--- src/sv/hbc_pkg.sv ---
package hbc_pkg;

    // Sizing of the count store.
    localparam int MAX_BINS    = 64;
    localparam int COUNT_WIDTH = 32;
    localparam int BIN_SLOTS   = MAX_BINS + 2;
    localparam int IDX_W       = $clog2(BIN_SLOTS);

    // Fixed field widths of the request and result channels.
    localparam int ACTION_W    = 2;
    localparam int SAMPLE_W    = 32;
    localparam int RIDX_W      = 7;
    localparam int OUT_VAL_W   = 32;

    // Configuration register widths and port.
    localparam int START_W     = 32;
    localparam int WIDTH_W     = 31;
    localparam int BCOUNT_W    = 7;
    localparam int CFG_IDX_W   = 2;
    localparam int CFG_DATA_W  = 32;

    // Divider sizing: the quotient is always below the bin count.
    localparam int Q_W         = $clog2(MAX_BINS + 1);
    localparam int K_W         = (Q_W > 1) ? $clog2(Q_W) : 1;
    localparam int DIFF_W      = SAMPLE_W;
    localparam int PROD_W      = WIDTH_W + IDX_W;

    // Register indexes.
    localparam logic [CFG_IDX_W-1:0] CFG_LOW_EDGE    = 2'd0;
    localparam logic [CFG_IDX_W-1:0] CFG_BIN_WIDTH   = 2'd1;
    localparam logic [CFG_IDX_W-1:0] CFG_BIN_COUNT   = 2'd2;

    // Request actions.
    localparam logic [ACTION_W-1:0] ACT_ACCUM = 2'd0;
    localparam logic [ACTION_W-1:0] ACT_READ  = 2'd1;
    localparam logic [ACTION_W-1:0] ACT_CLEAR = 2'd2;

    typedef struct packed {
        logic load;      // capture the accepted request
        logic idx_read;  // bin index from the read request
        logic idx_cmp;   // bin index from the range checks
        logic div_init;  // start the quotient search
        logic div_step;  // one quotient bit
        logic upd;       // count read back: update and load the result
        logic out_zero;  // all-zero result
        logic out_bad;   // bad read index result
        logic clear;     // forget every count
    } t_cmd;

    typedef struct packed {
        logic [ACTION_W-1:0] action;
        logic                under;
        logic                over;
        logic                bad;
        logic                div_last;
    } t_stat;

endpackage

--- src/sv/hbc_ctrl.sv ---
module hbc_ctrl
    import hbc_pkg::*;
(
    input  logic  i_clk,
    input  logic  i_rst_n,
    input  logic  i_in_valid,
    output logic  o_in_ready,
    output logic  o_out_valid,
    input  logic  i_out_ready,
    input  t_stat i_stat,
    output t_cmd  o_cmd
);
    localparam logic [2:0] ST_IDLE = 3'd0;
    localparam logic [2:0] ST_PREP = 3'd1;
    localparam logic [2:0] ST_CMP  = 3'd2;
    localparam logic [2:0] ST_DIV  = 3'd3;
    localparam logic [2:0] ST_RD   = 3'd4;
    localparam logic [2:0] ST_UPD  = 3'd5;
    localparam logic [2:0] ST_OUT  = 3'd6;

    logic [2:0] r_state;
    logic [2:0] n_state;
    logic       accept;

    assign o_in_ready  = (r_state == ST_IDLE);
    assign o_out_valid = (r_state == ST_OUT);
    assign accept      = i_in_valid && o_in_ready;

    always_comb begin
        n_state = r_state;
        o_cmd   = '0;
        case (r_state)
            ST_IDLE: begin
                if (accept) begin
                    o_cmd.load = 1'b1;
                    n_state    = ST_PREP;
                end
            end
            ST_PREP: begin
                case (i_stat.action)
                    ACT_ACCUM: begin
                        n_state = ST_CMP;
                    end
                    ACT_READ: begin
                        if (i_stat.bad) begin
                            o_cmd.out_bad = 1'b1;
                            n_state       = ST_OUT;
                        end else begin
                            o_cmd.idx_read = 1'b1;
                            n_state        = ST_RD;
                        end
                    end
                    ACT_CLEAR: begin
                        o_cmd.clear    = 1'b1;
                        o_cmd.out_zero = 1'b1;
                        n_state        = ST_OUT;
                    end
                    default: begin
                        o_cmd.out_zero = 1'b1;
                        n_state        = ST_OUT;
                    end
                endcase
            end
            ST_CMP: begin
                if (i_stat.under || i_stat.over) begin
                    o_cmd.idx_cmp = 1'b1;
                    n_state       = ST_RD;
                end else begin
                    o_cmd.div_init = 1'b1;
                    n_state        = ST_DIV;
                end
            end
            ST_DIV: begin
                o_cmd.div_step = 1'b1;
                if (i_stat.div_last) begin
                    n_state = ST_RD;
                end
            end
            ST_RD: begin
                n_state = ST_UPD;
            end
            ST_UPD: begin
                o_cmd.upd = 1'b1;
                n_state   = ST_OUT;
            end
            ST_OUT: begin
                if (i_out_ready) begin
                    n_state = ST_IDLE;
                end
            end
            default: begin
                n_state = ST_IDLE;
            end
        endcase
    end

    always_ff @(posedge i_clk) begin
        if (!i_rst_n) begin
            r_state <= ST_IDLE;
        end else begin
            r_state <= n_state;
        end
    end

    a_accept_starts: assert property (@(posedge i_clk) disable iff (!i_rst_n)
        accept |=> r_state == ST_PREP)
        else $error("accepted request did not start processing");

    a_result_held: assert property (@(posedge i_clk) disable iff (!i_rst_n)
        (r_state == ST_OUT && !i_out_ready) |=> r_state == ST_OUT)
        else $error("result dropped before it was taken");

    a_update_once: assert property (@(posedge i_clk) disable iff (!i_rst_n)
        o_cmd.upd |=> !o_cmd.upd && r_state == ST_OUT)
        else $error("count updated twice for one request");
endmodule

--- config.mk ---
export PLATFORM = sky130hd
export DESIGN_NAME = hbc_ctrl
export DESIGN_NICKNAME = d
export VERILOG_FILES = /design/src/sv/hbc_pkg.sv /design/src/sv/hbc_ctrl.sv
export SDC_FILE = /design/constraint.sdc
export NUM_CORES = 1
export LEC_CHECK = 0
export BUFFER_PORTS_ARGS = -buffer_cell sky130_fd_sc_hd__clkbuf_2
export CELL_PAD_IN_SITES_DETAIL_PLACEMENT = 1
export CELL_PAD_IN_SITES_GLOBAL_PLACEMENT = 2
export CORE_UTILIZATION = 21
export DETAILED_ROUTE_END_ITERATION = 8
export MAX_ROUTING_LAYER = met4
export PLACE_DENSITY = 0.76
export SLEW_MARGIN = 0
export SYNTH_ARGS = -nofsm -noshare
export SYNTH_HDL_FRONTEND = slang
export SYNTH_SLANG_ARGS = --single-unit
--- constraint.sdc ---
create_clock -name i_clk -period 1.93 [get_ports i_clk]
set_input_delay 0.193 -clock i_clk [delete_from_list [all_inputs] [get_ports i_clk]]
set_output_delay 0.193 -clock i_clk [all_outputs]
set_load 0.005 [all_outputs]
==> Yosys cells after proc, flatten, opt, wreduce, memory -nomap -nowiden <==
Cells that the tools add are included.
{ "word_totals": {"elab_cells": 40, "output_inout_bits": 11, "regBits": 3, "input_bits": 10} }
{ "op_classes": {"mux": 22, "n_eq_ne": 11, "n_reduce_logical": 6} }
{ "op_table": {"columns": ["op", "count"], "rows": [
  ["3-bit one-hot mux with 7 select lines", 1],
  ["3-bit two-way mux", 5],
  ["1-bit two-way mux", 13],
  ["3-bit == test, second input constant", 3],
  ["3-bit by 2-bit == test with 1-bit output, second input constant", 2],
  ["3-bit one-hot mux with 2 select lines", 1],
  ["2-bit two-way mux", 2],
  ["2-bit by 1-bit != test with 1-bit output, second input constant", 2],
  ["3-bit by 1-bit == test with 1-bit output, second input constant", 1],
  ["3-bit zero test", 1],
  ["3-bit AND reduction", 1],
  ["2-bit by 1-bit == test with 1-bit output, second input constant", 1],
  ["2-bit == test, second input constant", 1],
  ["2-bit zero test", 1],
  ["2-bit != test, second input constant", 1],
  ["2-bit OR reduction", 1],
  ["1-bit logical AND", 1],
  ["1-bit logical OR", 1]
]} }

==> Longest topological paths before layout <==
{ "logic_depth": {"word_depth": 4, "depth_mapped": 4, "mapped_depth_nobuf": 3} }

==> Least setup slack after synthesis <==
Ideal clock, no wire load.
{ "synth_timing": {"kind": "reg-to-output", "from": "reg r_state[2]", "to": "out o_cmd[0] (netlist bit)", "slack_ns": 0.769, "stages_incl_launch_ff": 5, "n_path_buf": 1, "required_ns": 1.737, "arrival_time_ns": 0.968, "path_cell_list": "dfxtp_1 buf_6 nor3b_1 and2_1 nor2b_1"} }
{ "synth_lines": {"columns": ["element", "line", "source"], "rows": [
  ["start: declaration", "hbc_ctrl.sv:21", "logic [2:0] r_state;"],
  ["start signal: assignment", "hbc_ctrl.sv:101", "r_state <= n_state;"],
  ["end: declaration", "hbc_ctrl.sv:11", "output t_cmd o_cmd"]
]} }

==> flow_summary.yaml <==
sta:
  hold_violations: 0
  fin_crit_sh_pct: 84.7
  rsz0062_at_grt: "false"
  setup_tns_ns: 0
  fin_skew_ns: 0.00111
  worst_slack_ns: 0.295
  slew_viol_final: 0
  final-setup-viol-count: 0
  worstMarginPinSlew_ns: 0.457
  period_minus_slack_ns: 1.63
  relSlewSlack_pct: 69.5
  fmax_ghz: 0.612
placed_design:
  dpl_cell_area_um2: 407
  io_buffers: 20
  gp_congestion: 0.694
  dpl.hpwl_um: 717
  placedCellCount: 70
  place_ws_ns: 0.479
run:
  maxCapViolCount: 0
critical_path:
  critPathKind: "flop to output pin"
  cp.arrival_ns: 1.44
  crit_required_ns: 1.74
  worst_setup_path_start_kind: "flop"
  crit_path_max_incr_delay_ns: 0.53
  endpoint_kind: "output pin"
  cp_top_family: "simple AND/OR/NAND/NOR gates"
  worstPathCellList: "nor3b_1 > and2_1 > nor2b_1 > clkbuf_2"
  critPathMaxFanout: 11
  cp_slowest_cell: "dfxtp_1"
  path_buf_inv: 1
pwr:
  switching_share_pct: 39.4
  peakVddDrop_mv: 0.288
  p_int_uw: 251
  p_total_uw: 415
  pwr_density_cell_nw_per_um2: 958
  p_seq_share_pct: 33.2
  p_switching_uw: 164
  combPwrFrac_pct: 40.3
  p_leak_uw: 0.000200
  p_clk_share_pct: 26.5
drt:
  routed_via_density: 5.16
  drcViolationCount: 0
  antenna_left: 0
  vias: 382
  routed_wirelength_um: 901
  wl_per_cell_um: 12.2
  firstDrtPassIters: 4
  drt_iter0_markers: 5
clock_network:
  cts.path.max_buffers: 2
  hold_buffers: 0
  clk_pin_slew_ns: 0.04
  cts.htree.levels: 1
  post-cts-setup-buffers: 0
  root_buffer: "clkbuf_4"
  cts_resized: 0
  cts_tree: "built"
  cts_num_sinks: 3
  cts_buffers: 3
  clock_latency_ns: 0.23
yosys:
  avgSynthCellArea_um2: 8.36
  yosysTopAreaCell: "dfxtp_1"
  syn_area_um2: 318
  yosys_warnings: 0
  ys_seq_elements: 3
  syn_inst: 38
  yosysSeqAreaShare_pct: 18.9
  synthDominantCellAreaShare_pct: 18.9
  syn-num-nets: 48
  synth.distinct_cells: 24
  synthTopCellsByArea: "dfxtp_1 19%, buf_6 7.1%, nor2_1 7.1%, nand2b_1 5.9%, nor4bb_2 5.1%"
global_routing:
  grt_overflow: 0
  grt_start_max_net_pins: 14
  antenna_found_initial: 0
  grt_pass1_vias: 339
  grtUsageTotal_pct: 12.7
  grt_pass1_wl_um: 1380
floorplan:
  die-area_um2: 1670
  die_x_um: 40.9
  core-area_um2: 1350
  std_cell_rows: 13
  fp.dieH_um: 40.9
  initial_core_util_pct: 23.5
  ioPinCount: 21
cells_and_area:
  multiInputGateArea_um2: 224
  largest-register: "r_state"
  largest_reg_flops: 3
  instances_no_fill: 74
  largestRegisters: "r_state (3)"
  nFillCells: 184
  final_net_count: 70
  area.growth.synth_to_final_pct: 36.2
  final_cell_mix: "20 x clkbuf_2, 6 x nor2_1"
  regArea_um2: 60.1
  final_area_um2: 433
  final_common_cell: "clkbuf_2"
  final_layout_size_suffix_gt1_share_pct: 47.5
  num_antenna_cells: 0
hold_path:
  hp-class: "primary input to flop"
outcome:
  status: "finished, final reports clean"
## layout make-up
type,instances,area share [%]
multi-input combinational,31,51.7
timing repair buffer,20,23.1
tap,15,4.34
clock buffer,4,6.07
sequential,3,13.9
inverter,1,0.867
## path summary, 6_finish.rpt
path | startpoint | to | cells past startpoint | slack, ns
max reg2reg | r_state[1] | r_state[2] | 3 | 0.46
min | i_rst_n | r_state[1] | 2 | 0.25
max | r_state[0] | o_cmd[0] | 4 | 0.30
min reg2reg | r_state[1] | r_state[2] | 2 | 0.75
## synthesized netlist by cell type
| master | n |
|---|---|
| a31o_2 | 1 |
| a311oi_1 | 1 |
| o32ai_1 | 1 |
| buf_6 | 2 |
| a21oi_1 | 1 |
| o21ai_0 | 1 |
| a32o_1 | 1 |
| or3_1 | 1 |
| inv_1 | 1 |
| nand2b_1 | 3 |
| nor2_1 | 6 |
| and4b_1 | 1 |
| buf_4 | 1 |
| and2_1 | 2 |
| and3_1 | 1 |
| o41ai_2 | 1 |
| nor4b_2 | 1 |
| a22o_2 | 1 |
| nor3_1 | 3 |
| nor2b_1 | 2 |
| nor3b_1 | 1 |
| dfxtp_1 | 3 |
| o31a_1 | 1 |
| nor4bb_2 | 1 |
## per-stage QoR
step           util (%)  hold slack (ns)
2_1_floorplan         -            0.321
3_3_place_gp       30.1            0.508
3_5_place_dp       30.1            0.488
4_1_cts            32.1            0.242
5_1_grt            32.1            0.245
6_report           32.1            0.245
## cell families (layout without fill, tap and decap cells)
| group | after synthesis | in the layout | synth area share (%) |
|---|---|---|---|
| buf+inv | 4 | 25 | 10.6 |
| compound gates | 9 | 9 | 25.6 |
| flops | 3 | 3 | 18.9 |
| simple gates | 22 | 22 | 44.9 |
## worst reg2reg max path: stages, from the launching register on
cell and delay, ns:
dfxtp_1 0.55, nor4bb_2 0.45, a311oi_1 0.11, a32o_1 0.24
## power by group through the flow
stage	logic, µW	registers [µW]	clock network, µW
6_report	167	138	110
5_1_grt	196	144	125
4_1_cts	171	137	115
3_5_place_dp	170	139	0
3_3_place_gp	171	136	0
2_1_floorplan	169	94.2	0
## metal layers
layer / up-vias / track usage (%) / share of wire (%)
li1: 186 / - / -
met1: 185 / 14.2 / 47
met2: 11 / 22.3 / 49
met3: 0 / 4.89 / 3.9
met4: 0 / 0 / 0
met5: - / - / 0
Power figures use the tool's default switching activity.
