**config.mk**
```make
export PLATFORM = sky130hd
export DESIGN_NAME = hbc_dpath
export DESIGN_NICKNAME = d
export VERILOG_FILES = /design/src/sv/hbc_pkg.sv /design/src/sv/hbc_ram.sv /design/src/sv/hbc_dpath.sv
export SDC_FILE = /design/constraint.sdc
export NUM_CORES = 2
export LEC_CHECK = 0
export ABC_AREA = 0
export BUFFER_PORTS_ARGS = -buffer_cell sky130_fd_sc_hd__buf_2
export CORE_AREA = 3 3 544 546
export CTS_CLUSTER_DIAMETER = 100
export DETAILED_ROUTE_END_ITERATION = 7
export DIE_AREA = 0 0 547 549
export PLACE_DENSITY = 0.61
export SLEW_MARGIN = 20
export SYNTH_ARGS = -nofsm -noshare
export SYNTH_HDL_FRONTEND = slang
export SYNTH_SLANG_ARGS = --single-unit
```
**constraint.sdc**
```tcl
create_clock -name i_clk -period 6.6 [get_ports i_clk]
set_input_delay 0.33 -clock i_clk [delete_from_list [all_inputs] [get_ports i_clk]]
set_output_delay 0.33 -clock i_clk [all_outputs]
set_load 0.01 [all_outputs]
```
**src/sv/hbc_pkg.sv**
```systemverilog
package hbc_pkg;

    // Sizing of the count store.
    localparam int MAX_BINS    = 64;
    localparam int COUNT_WIDTH = 32;
    localparam int BIN_SLOTS   = MAX_BINS + 2;
    localparam int IDX_W       = $clog2(BIN_SLOTS);

    // Fixed field widths of the request and result channels.
    localparam int ACTION_W    = 2;
    localparam int SAMPLE_W    = 32;
    localparam int RIDX_W      = 7;
    localparam int OUT_VAL_W   = 32;

    // Configuration register widths and port.
    localparam int START_W     = 32;
    localparam int WIDTH_W     = 31;
    localparam int BCOUNT_W    = 7;
    localparam int CFG_IDX_W   = 2;
    localparam int CFG_DATA_W  = 32;

    // Divider sizing: the quotient is always below the bin count.
    localparam int Q_W         = $clog2(MAX_BINS + 1);
    localparam int K_W         = (Q_W > 1) ? $clog2(Q_W) : 1;
    localparam int DIFF_W      = SAMPLE_W;
    localparam int PROD_W      = WIDTH_W + IDX_W;

    // Register indexes.
    localparam logic [CFG_IDX_W-1:0] CFG_LOW_EDGE    = 2'd0;
    localparam logic [CFG_IDX_W-1:0] CFG_BIN_WIDTH   = 2'd1;
    localparam logic [CFG_IDX_W-1:0] CFG_BIN_COUNT   = 2'd2;

    // Request actions.
    localparam logic [ACTION_W-1:0] ACT_ACCUM = 2'd0;
    localparam logic [ACTION_W-1:0] ACT_READ  = 2'd1;
    localparam logic [ACTION_W-1:0] ACT_CLEAR = 2'd2;

    typedef struct packed {
        logic load;      // capture the accepted request
        logic idx_read;  // bin index from the read request
        logic idx_cmp;   // bin index from the range checks
        logic div_init;  // start the quotient search
        logic div_step;  // one quotient bit
        logic upd;       // count read back: update and load the result
        logic out_zero;  // all-zero result
        logic out_bad;   // bad read index result
        logic clear;     // forget every count
    } t_cmd;

    typedef struct packed {
        logic [ACTION_W-1:0] action;
        logic                under;
        logic                over;
        logic                bad;
        logic                div_last;
    } t_stat;

endpackage

```
**src/sv/hbc_ram.sv**
```systemverilog
module hbc_ram #(
    parameter int WIDTH = 32,
    parameter int DEPTH = 66
) (
    input  logic                     i_clk,
    input  logic                     i_we,
    input  logic [$clog2(DEPTH)-1:0] i_waddr,
    input  logic [WIDTH-1:0]         i_wdata,
    input  logic [$clog2(DEPTH)-1:0] i_raddr,
    output logic [WIDTH-1:0]         o_rdata
);
    logic [WIDTH-1:0] r_mem [DEPTH];
    logic [WIDTH-1:0] r_rdata;

    always_ff @(posedge i_clk) begin
        if (i_we) begin
            r_mem[i_waddr] <= i_wdata;
        end
        r_rdata <= r_mem[i_raddr];
    end

    assign o_rdata = r_rdata;
endmodule

```
**src/sv/hbc_dpath.sv**
```systemverilog
module hbc_dpath
    import hbc_pkg::*;
(
    input  logic                  i_clk,
    input  logic                  i_rst_n,
    input  logic                  i_cfg_we,
    input  logic [CFG_IDX_W-1:0]  i_cfg_idx,
    input  logic [CFG_DATA_W-1:0] i_cfg_data,
    input  logic [ACTION_W-1:0]   i_action,
    input  logic [SAMPLE_W-1:0]   i_sample,
    input  logic [RIDX_W-1:0]     i_read_index,
    input  t_cmd                  i_cmd,
    output t_stat                 o_stat,
    output logic [RIDX_W-1:0]     o_bin_index,
    output logic [OUT_VAL_W-1:0]  o_bin_value,
    output logic                  o_bad_index
);
    logic [START_W-1:0]     r_low_edge;
    logic [WIDTH_W-1:0]     r_bin_width;
    logic [BCOUNT_W-1:0]    r_bin_count;

    logic [ACTION_W-1:0]    r_action;
    logic [SAMPLE_W-1:0]    r_sample;
    logic [RIDX_W-1:0]      r_read_index;

    logic [DIFF_W-1:0]      r_diff;
    logic                   r_under;
    logic [PROD_W-1:0]      r_prod;
    logic [DIFF_W-1:0]      r_rem;
    logic [Q_W-1:0]         r_q;
    logic [K_W-1:0]         r_k;
    logic [IDX_W-1:0]       r_idx;
    logic [BIN_SLOTS-1:0]   r_valid;

    logic [RIDX_W-1:0]      r_out_idx;
    logic [OUT_VAL_W-1:0]   r_out_val;
    logic                   r_out_bad;

    logic [WIDTH_W-1:0]     w_eff;
    logic [IDX_W-1:0]       n_eff;
    logic [DIFF_W:0]        diff_ext;
    logic [PROD_W-1:0]      shifted;
    logic                   fits;
    logic [Q_W-1:0]         n_q;
    logic [COUNT_WIDTH-1:0] ram_rdata;
    logic [COUNT_WIDTH-1:0] cur_count;
    logic [COUNT_WIDTH-1:0] new_count;
    logic                   ram_we;

    // Effective configuration: zero width counts as one, bin count is clamped.
    assign w_eff = (r_bin_width == '0) ? WIDTH_W'(1) : r_bin_width;

    always_comb begin
        if (r_bin_count == '0) begin
            n_eff = IDX_W'(1);
        end else if (32'(r_bin_count) > 32'(MAX_BINS)) begin
            n_eff = IDX_W'(MAX_BINS);
        end else begin
            n_eff = IDX_W'(r_bin_count);
        end
    end

    assign diff_ext = {r_sample[SAMPLE_W-1], r_sample}
                    - {r_low_edge[START_W-1], r_low_edge};

    // Restoring division, one quotient bit per cycle, most significant first.
    assign shifted = PROD_W'(w_eff) << r_k;
    assign fits    = PROD_W'(r_rem) >= shifted;
    assign n_q     = r_q | (Q_W'(fits) << r_k);

    always_ff @(posedge i_clk) begin
        if (!i_rst_n) begin
            r_low_edge  <= '0;
            r_bin_width <= WIDTH_W'(1);
            r_bin_count <= BCOUNT_W'(MAX_BINS);
        end else if (i_cfg_we) begin
            case (i_cfg_idx)
                CFG_LOW_EDGE:  r_low_edge  <= START_W'(i_cfg_data);
                CFG_BIN_WIDTH: r_bin_width <= WIDTH_W'(i_cfg_data);
                CFG_BIN_COUNT: r_bin_count <= BCOUNT_W'(i_cfg_data);
                default: begin
                end
            endcase
        end
    end

    always_ff @(posedge i_clk) begin
        if (i_cmd.load) begin
            r_action     <= i_action;
            r_sample     <= i_sample;
            r_read_index <= i_read_index;
        end
        // Difference and range limit are taken every cycle; the controller
        // only looks at them once the request has been captured.
        r_diff  <= diff_ext[DIFF_W-1:0];
        r_under <= diff_ext[DIFF_W];
        r_prod  <= PROD_W'(w_eff) * PROD_W'(n_eff);

        if (i_cmd.div_init) begin
            r_rem <= r_diff;
            r_q   <= '0;
            r_k   <= K_W'(Q_W - 1);
        end else if (i_cmd.div_step) begin
            if (fits) begin
                r_rem <= DIFF_W'(PROD_W'(r_rem) - shifted);
            end
            r_q <= n_q;
            r_k <= r_k - K_W'(1);
        end

        if (i_cmd.idx_read) begin
            r_idx <= IDX_W'(r_read_index);
        end else if (i_cmd.idx_cmp) begin
            r_idx <= r_under ? '0 : (n_eff + IDX_W'(1));
        end else if (i_cmd.div_step && r_k == '0) begin
            r_idx <= IDX_W'(n_q) + IDX_W'(1);
        end

        if (i_cmd.out_zero) begin
            r_out_idx <= '0;
            r_out_val <= '0;
            r_out_bad <= 1'b0;
        end else if (i_cmd.out_bad) begin
            r_out_idx <= r_read_index;
            r_out_val <= '0;
            r_out_bad <= 1'b1;
        end else if (i_cmd.upd) begin
            r_out_idx <= RIDX_W'(r_idx);
            r_out_val <= OUT_VAL_W'((r_action == ACT_ACCUM) ? new_count : cur_count);
            r_out_bad <= 1'b0;
        end
    end

    // A bin that has not been written since reset or the last clear reads as zero.
    always_ff @(posedge i_clk) begin
        if (!i_rst_n || i_cmd.clear) begin
            r_valid <= '0;
        end else if (ram_we) begin
            r_valid[r_idx] <= 1'b1;
        end
    end

    assign cur_count = r_valid[r_idx] ? ram_rdata : '0;
    assign new_count = (cur_count == '1) ? cur_count : cur_count + COUNT_WIDTH'(1);
    assign ram_we    = i_cmd.upd && (r_action == ACT_ACCUM);

    hbc_ram #(
        .WIDTH (COUNT_WIDTH),
        .DEPTH (BIN_SLOTS)
    ) u_ram (
        .i_clk   (i_clk),
        .i_we    (ram_we),
        .i_waddr (r_idx),
        .i_wdata (new_count),
        .i_raddr (r_idx),
        .o_rdata (ram_rdata)
    );

    assign o_stat.action   = r_action;
    assign o_stat.under    = r_under;
    assign o_stat.over     = !r_under && (PROD_W'(r_diff) >= r_prod);
    assign o_stat.bad      = 32'(r_read_index) > (32'(n_eff) + 32'd1);
    assign o_stat.div_last = (r_k == '0);

    assign o_bin_index = r_out_idx;
    assign o_bin_value = r_out_val;
    assign o_bad_index = r_out_bad;

    a_clear_forgets: assert property (@(posedge i_clk) disable iff (!i_rst_n)
        i_cmd.clear |=> r_valid == '0)
        else $error("count store still holds valid bins after a clear");

    a_idx_in_use: assert property (@(posedge i_clk) disable iff (!i_rst_n)
        ram_we |-> 32'(r_idx) <= (32'(n_eff) + 32'd1))
        else $error("count update aimed beyond the overflow bin");
endmodule

```
* Word level (Yosys, flattened, before mapping)
Memory sizes are Yosys's and may differ from the RTL's. A register that Yosys moved wholly into a read port is not among the register bits. Index checks and enable logic that the tools add are counted.
Storage, ports and cells: output and inout port bits 46, register bits 337, logic and storage cells 83, memories kept 1, memory bits (writable) 2112, input bits 87
Memories:
- u_ram.r_mem | depth 66, bits a word 32, read ports 1, clocked after Yosys merged registers in 1, write ports 1, line hbc_ram.sv:12 | logic [WIDTH-1:0] r_mem [DEPTH];
Operators by class: reduce and logical (&&, ||, !) cells 21, add/subtract/negate cells 7, multiplexer cells 23, $lt $le $gt $ge 6, shift-type cells 2, multipliers 1, eq/ne operators 3, bitwise logic cells 2
Operators with widths (number):
- $mux W32 | 6
- $ge A32 B38 Y1 | 2
- $or A66 B66 Y66 | 1
- $mux W7 | 8
- $mul A31 B7 Y38 | 1
- $shl A31 B3 Y38 | 1
- $sub A32 B32 Y33 | 1
- $add A32 B1 Y32 const B | 1
- $eq A32 B32 Y1 const B | 1
- $sub A32 B32 Y32 | 1
- $logic_not A31 Y1 | 1
- $mux W31 | 1
- $add A7 B1 Y7 const B | 2
- $add A7 B1 Y8 const B | 1
- $gt A7 B8 Y1 | 1
- $lt A7 B8 Y1 const B | 1
- $reduce_and A2 Y1 | 4
- $bmux W1 S7 | 1
- $demux W1 S7 | 1
- $ge A7 B1 Y1 const B | 1
- $gt A7 B7 Y1 const B | 1
- $logic_not A7 Y1 | 1
- $or A7 B7 Y7 | 1
- $shl A1 B3 Y7 | 1
- other kinds (12) | 24

* Depth between registers and ports, before layout
depth after elaboration 10, gate-level depth with buffers 25

* By module
Synthesis repeated with hierarchy kept, for this count alone.
Second synthesis, totals: cells, all modules 6468, area, all modules 106758.6 um^2
By module, submodules not included:
- hbc_ram | cells an instance 3610, times used 1, area an instance 81624.5 um^2
- hbc_dpath | cells an instance 2858, times used 1, area an instance 25134.1 um^2

* Worst setup path after synthesis
Ideal clock, no wire load.
path type register to register, start point register r_idx[0], end point memory u_ram.r_mem[0][17], data pin, required time 6.041 ns, library setup time 0.559 ns, arrival 5.787 ns, setup slack 0.253 ns, cell stages (with the launch flop) 17, path through edfxtp_1 -> buf_6 -> buf_6 -> mux2_4 -> a221oi_2 -> o22ai_1 -> mux4_2 -> a2111oi_4 -> and2b_1 -> ha_1 -> nand2_1 -> nor4_1 -> nand4_1 -> nand2_1 -> or2_2 -> or3_1 -> a21oi_1
Between the ends: cells in the longest elaborated chain, start to end 5, elaborated cells on any way between the ends 6
RTL lines:
- from (decl) | line hbc_dpath.sv:32 | logic [IDX_W-1:0] r_idx;
- from (signal assigned) | line hbc_dpath.sv:112 | r_idx <= IDX_W'(r_read_index);
- from (signal assigned) | line hbc_dpath.sv:114 | r_idx <= r_under ? '0 : (n_eff + IDX_W'(1));
- from (signal assigned) | line hbc_dpath.sv:116 | r_idx <= IDX_W'(n_q) + IDX_W'(1);
- $bmux W1 S7 * | line hbc_dpath.sv:143 | assign cur_count = r_valid[r_idx] ? ram_rdata : '0;
- $mux W1 (implied by the code) * | line hbc_dpath.sv:143
- $mux W32 * | line hbc_dpath.sv:143
- $add A32 B1 Y32 / $eq A32 B32 Y1 (equally long branches) | line hbc_dpath.sv:144 | assign new_count = (cur_count == '1) ? cur_count : cur_count + COUNT_WIDTH'(1);
- $mux W32 * | line hbc_dpath.sv:144
- named net new_count[17] | line hbc_dpath.sv:47 | logic [COUNT_WIDTH-1:0] new_count;
- to (decl) | line hbc_ram.sv:12
Mark *: on every way through the listed nets, which the timed path passes. The rest lies on a longest branch. The select of a mux whose other input is x is not followed.

* Worst setup path after layout
start point register r_bin_width[27], end point register r_prod[37]
Between the ends: cells in the longest elaborated chain, start to end 3
RTL lines:
- from (decl) | line hbc_dpath.sv:19 | logic [WIDTH_W-1:0] r_bin_width;
- from (signal assigned) | line hbc_dpath.sv:79 | CFG_BIN_WIDTH: r_bin_width <= WIDTH_W'(i_cfg_data);
- $logic_not A31 Y1 | line hbc_dpath.sv:51 | assign w_eff = (r_bin_width == '0) ? WIDTH_W'(1) : r_bin_width;
- $mux W31 * | line hbc_dpath.sv:51
- $mul A31 B7 Y38 * | line hbc_dpath.sv:97 | r_prod <= PROD_W'(w_eff) * PROD_W'(n_eff);
- to (signal assigned) | line hbc_dpath.sv:97
- to (decl) | line hbc_dpath.sv:28 | logic [PROD_W-1:0] r_prod;
Every way passes the cells marked *; elsewhere a longest branch is shown, timed or not. A chain may end at the register's enable or synchronous reset.

==> qor.yml <==
outcome:
  status: "finished clean"
global_routing:
  overflow: 0
  track_usage: 0.2011
  grt_max_degree: 100
  grt_pass1_wl_um: 448500
  grt_pass1_vias: 62882
  antenna_found_initial: 15
sta:
  relSlewSlack: 0.1211
  maxSlewViolCount: 0
  max_freq_ghz: 0.1566
  tightest_slew_ns: 1.285
  hold_viol: 0
  fin_crit_sh: 0.9674
  hold_ws_ns: 0.05460
  finalSetupTns_ns: 0
  setup_viol: 0
  grt_setup_unrepaired: "no"
  clock-skew-final_ns: 0.1199
  min_period_ns: 6.385
yosys:
  syn_nets: 7194
  synthesis.area_um2: 101800
  synth_area_per_cell_um2: 14.98
  synth_cell_types: 83
  ys_ff_latch: 2481
  synthCells: 6797
  synthArstFlopShare: 0
  synthFlopType: "edfxtp_1"
  synth.yosys.seq_area_share: 0.7035
  synth-edff-count: 2192
  ys.warnings.count: 0
clocking:
  cts_buffer_depth: 4
  cts_setup_buffers: 0
  clkLatencyLatePin_ns: 0.93
  cts_buffers: 248
  h-tree-depth: 4
  clock-sinks: 2481
  root_buffer: "clkbuf_16"
  clk_pin_slew_ns: 0.06
  cts_tree: "done"
worst_setup_path:
  crit_path_max_fanout: 11
  critical_path_class: "flop to flop"
  worstSetupPathDepth: 20
  setup.worst_path.start: "r_bin_width[27]"
  path_delay_family: "adder cells"
  crit_arrival_ns: 7.14
  required_ns: 7.35
  timing.critical_path.mode_cell: "fa_1"
  max_stage_delay_ns: 0.50
  r2r_slack_ns: 0.22
  start_kind: "flop"
  cp-endpoint: "r_prod[37]"
  end_kind: "flop"
  crit_buf_inv: 1
  worstPathCellList: "nor4_1 > nand4_1 > nor2_1 > o21ai_0 > fa_1 > fa_1 > inv_1 > fa_1 > fa_1 > ha_1 > o21a_1 > and3_1 > a211o_1 > and3_1 > o21a_1 > a311o_1 > o22ai_1 > o2111ai_1 > a21oi_1 > xnor2_1"
  slowest_stage: "fa_1"
  r2r-end: "r_prod[37]"
  reg2reg_depth: 20
  rr_startpoint: "r_bin_width[27]"
power_and_ir_drop:
  pwr-share-comb: 0.118
  swShare: 0.2511
  p_per_area_nw_per_um2: 312.7
  p_leak_nw: 38.75
  ir_drop_mv: 0.2590
  p_sw_w: 0.009244
  intPower_w: 0.02757
  total_power_w: 0.03681
  clkPwrFrac: 0.395
  power.share.sequential: 0.487
floorplanning:
  dieArea_um2: 300300
  die_w_um: 547
  start_util: 0.3497
  num_rows: 198
  ioPinCount: 133
  fp.dieH_um: 549
  core_um2: 291100
drt:
  m1WireLength_um: 125600
  wl_per_cell_um: 27.90
  met2WireLength_um: 146300
  avgViaCountPerCell: 5.753
  drc: 0
  drt-total-wl_um: 311700
  num_vias: 64266
  wl_met3_um: 28140
  drt_iter0_markers: 7870
  drtAntennaViolNets: 0
  top_layer: "met5"
  first_pass_iters: 6
place:
  hpwl_um: 183500
  dpl.cell_count: 10631
  placed_area_um2: 108400
  routabilityCongestion: 0.8927
  port_buffers: 132
layout:
  layout_commonest_cell: "edfxtp_1"
  syn_to_final_growth_pct: 15.63
  mostFrequentLayoutCells: "edfxtp_1, a22oi_1, nand2_1, dfxtp_1, clkbuf_16"
  nets: 7458
  finalInstanceArea_um2: 117700
  drive_gt1_frac: 0.1301
  fin_cells: 11171
worst_hold_path:
  hold_class: "primary input to flop"
job:
  cap_viol_max_count: 0
worst min path at each step:
stage / start / endpoint / slack [ns] / cells past startpoint
after floorplan: i_action[0] / r_action[0] / 0.43 / 0
after global placement: r_valid[44] / r_valid[44] / 0.44 / 1
after detailed placement: o_bin_value[10] / o_bin_value[10] / 0.44 / 2
after CTS: i_cmd[6] / r_idx[3] / 0.01 / 3
after global routing: i_cmd[6] / r_idx[0] / 0.07 / 3
final: i_cmd[6] / r_idx[3] / 0.05 / 3
cell usage after synthesis, types with 68 or more instances:
| master | n | area share |
|---|---|---|
| nand4_1 | 113 | 0.0069 |
| a21boi_0 | 68 | 0.0050 |
| xnor2_1 | 76 | 0.0065 |
| inv_1 | 223 | 0.0082 |
| a31oi_1 | 93 | 0.0057 |
| nor2_1 | 260 | 0.0096 |
| a41oi_1 | 85 | 0.0073 |
| ha_1 | 164 | 0.020 |
| a221oi_1 | 130 | 0.011 |
| a21oi_1 | 190 | 0.0093 |
| a22o_1 | 124 | 0.011 |
| buf_1 | 83 | 0.0031 |
| and2_1 | 168 | 0.010 |
| o21a_1 | 101 | 0.0074 |
| fa_1 | 146 | 0.029 |
| dfxtp_1 | 289 | 0.057 |
| edfxtp_1 | 2192 | 0.65 |
| clkbuf_1 | 273 | 0.010 |
| o21ai_0 | 131 | 0.0064 |
| nand2_1 | 353 | 0.013 |
| a22oi_1 | 786 | 0.058 |
cell type report:
class                   instances  area [µm²]
multi-input cells            3663       28440
flip-flops and latches       2481       71610
well taps                    3900        4880
clock inverters               149        1821
fillers                     26300      173400
clock buffers                 304        6559
repair buffers                440        3523
diodes                          7       17.52
inverters                     227       852.1
sequential cells by signal, indices dropped and copies added, names as in the netlist, 31 cells and up:
signal         count
u_ram.r_mem     2112
r_valid           66
r_prod            38
o_bin_value       32
r_diff            32
r_low_edge        32
r_rem             32
r_sample          32
u_ram.o_rdata     32
r_bin_width       31
power by group through the flow:
stage               Combinational [W]  Clock (W)  Sequential, W
finish                        0.00434     0.0145         0.0179
global route                  0.00468     0.0153         0.0179
CTS                           0.00428     0.0147         0.0179
detailed placement            0.00422          0         0.0183
global placement              0.00415          0         0.0182
floorplan                     0.00269          0         0.0181
tightest hold or removal path: stages:
cell	delay, ns
buf_2	0.22
nor3_1	0.09
a31oi_1	0.13
logic make-up after synthesis:
group | count (synthesis) | share of synthesized area
flip-flops | 2481 | 0.7035
AO/OA/AOI/OAI | 1919 | 0.1381
AND/OR/NAND/NOR | 1170 | 0.05615
buffers and inverters | 653 | 0.02516
adder cells (fa/ha/maj) | 310 | 0.04887
XOR/XNOR | 133 | 0.01144
multiplexers | 131 | 0.01678
routing by layer:
| metal | vias up | GRT usage |
|---|---|---|
| met2 | 3313 | 0.3267 |
| met4 | 2 | 0.06932 |
| met3 | 577 | 0.03576 |
| met1 | 33104 | 0.2717 |
| met5 | - | 0 |
| li1 | 27270 | - |
timing repair:
item / in CTS / in global routing
hold buffers: 78 / 0
gates resized for setup: 0 / 2
setup endpoints to repair: 0 / 1
endpoints found under the hold margin: 132 / 0
per-stage QoR:
step                      setup WS, ns    util
final                           0.2150  0.4044
after global routing           0.05096  0.4043
after CTS                       0.3196  0.4040
after detailed placement        0.3606  0.3726
after global placement          0.3924  0.3724
after floorplan                 0.2533       -
(Power assumes the default switching activity.)
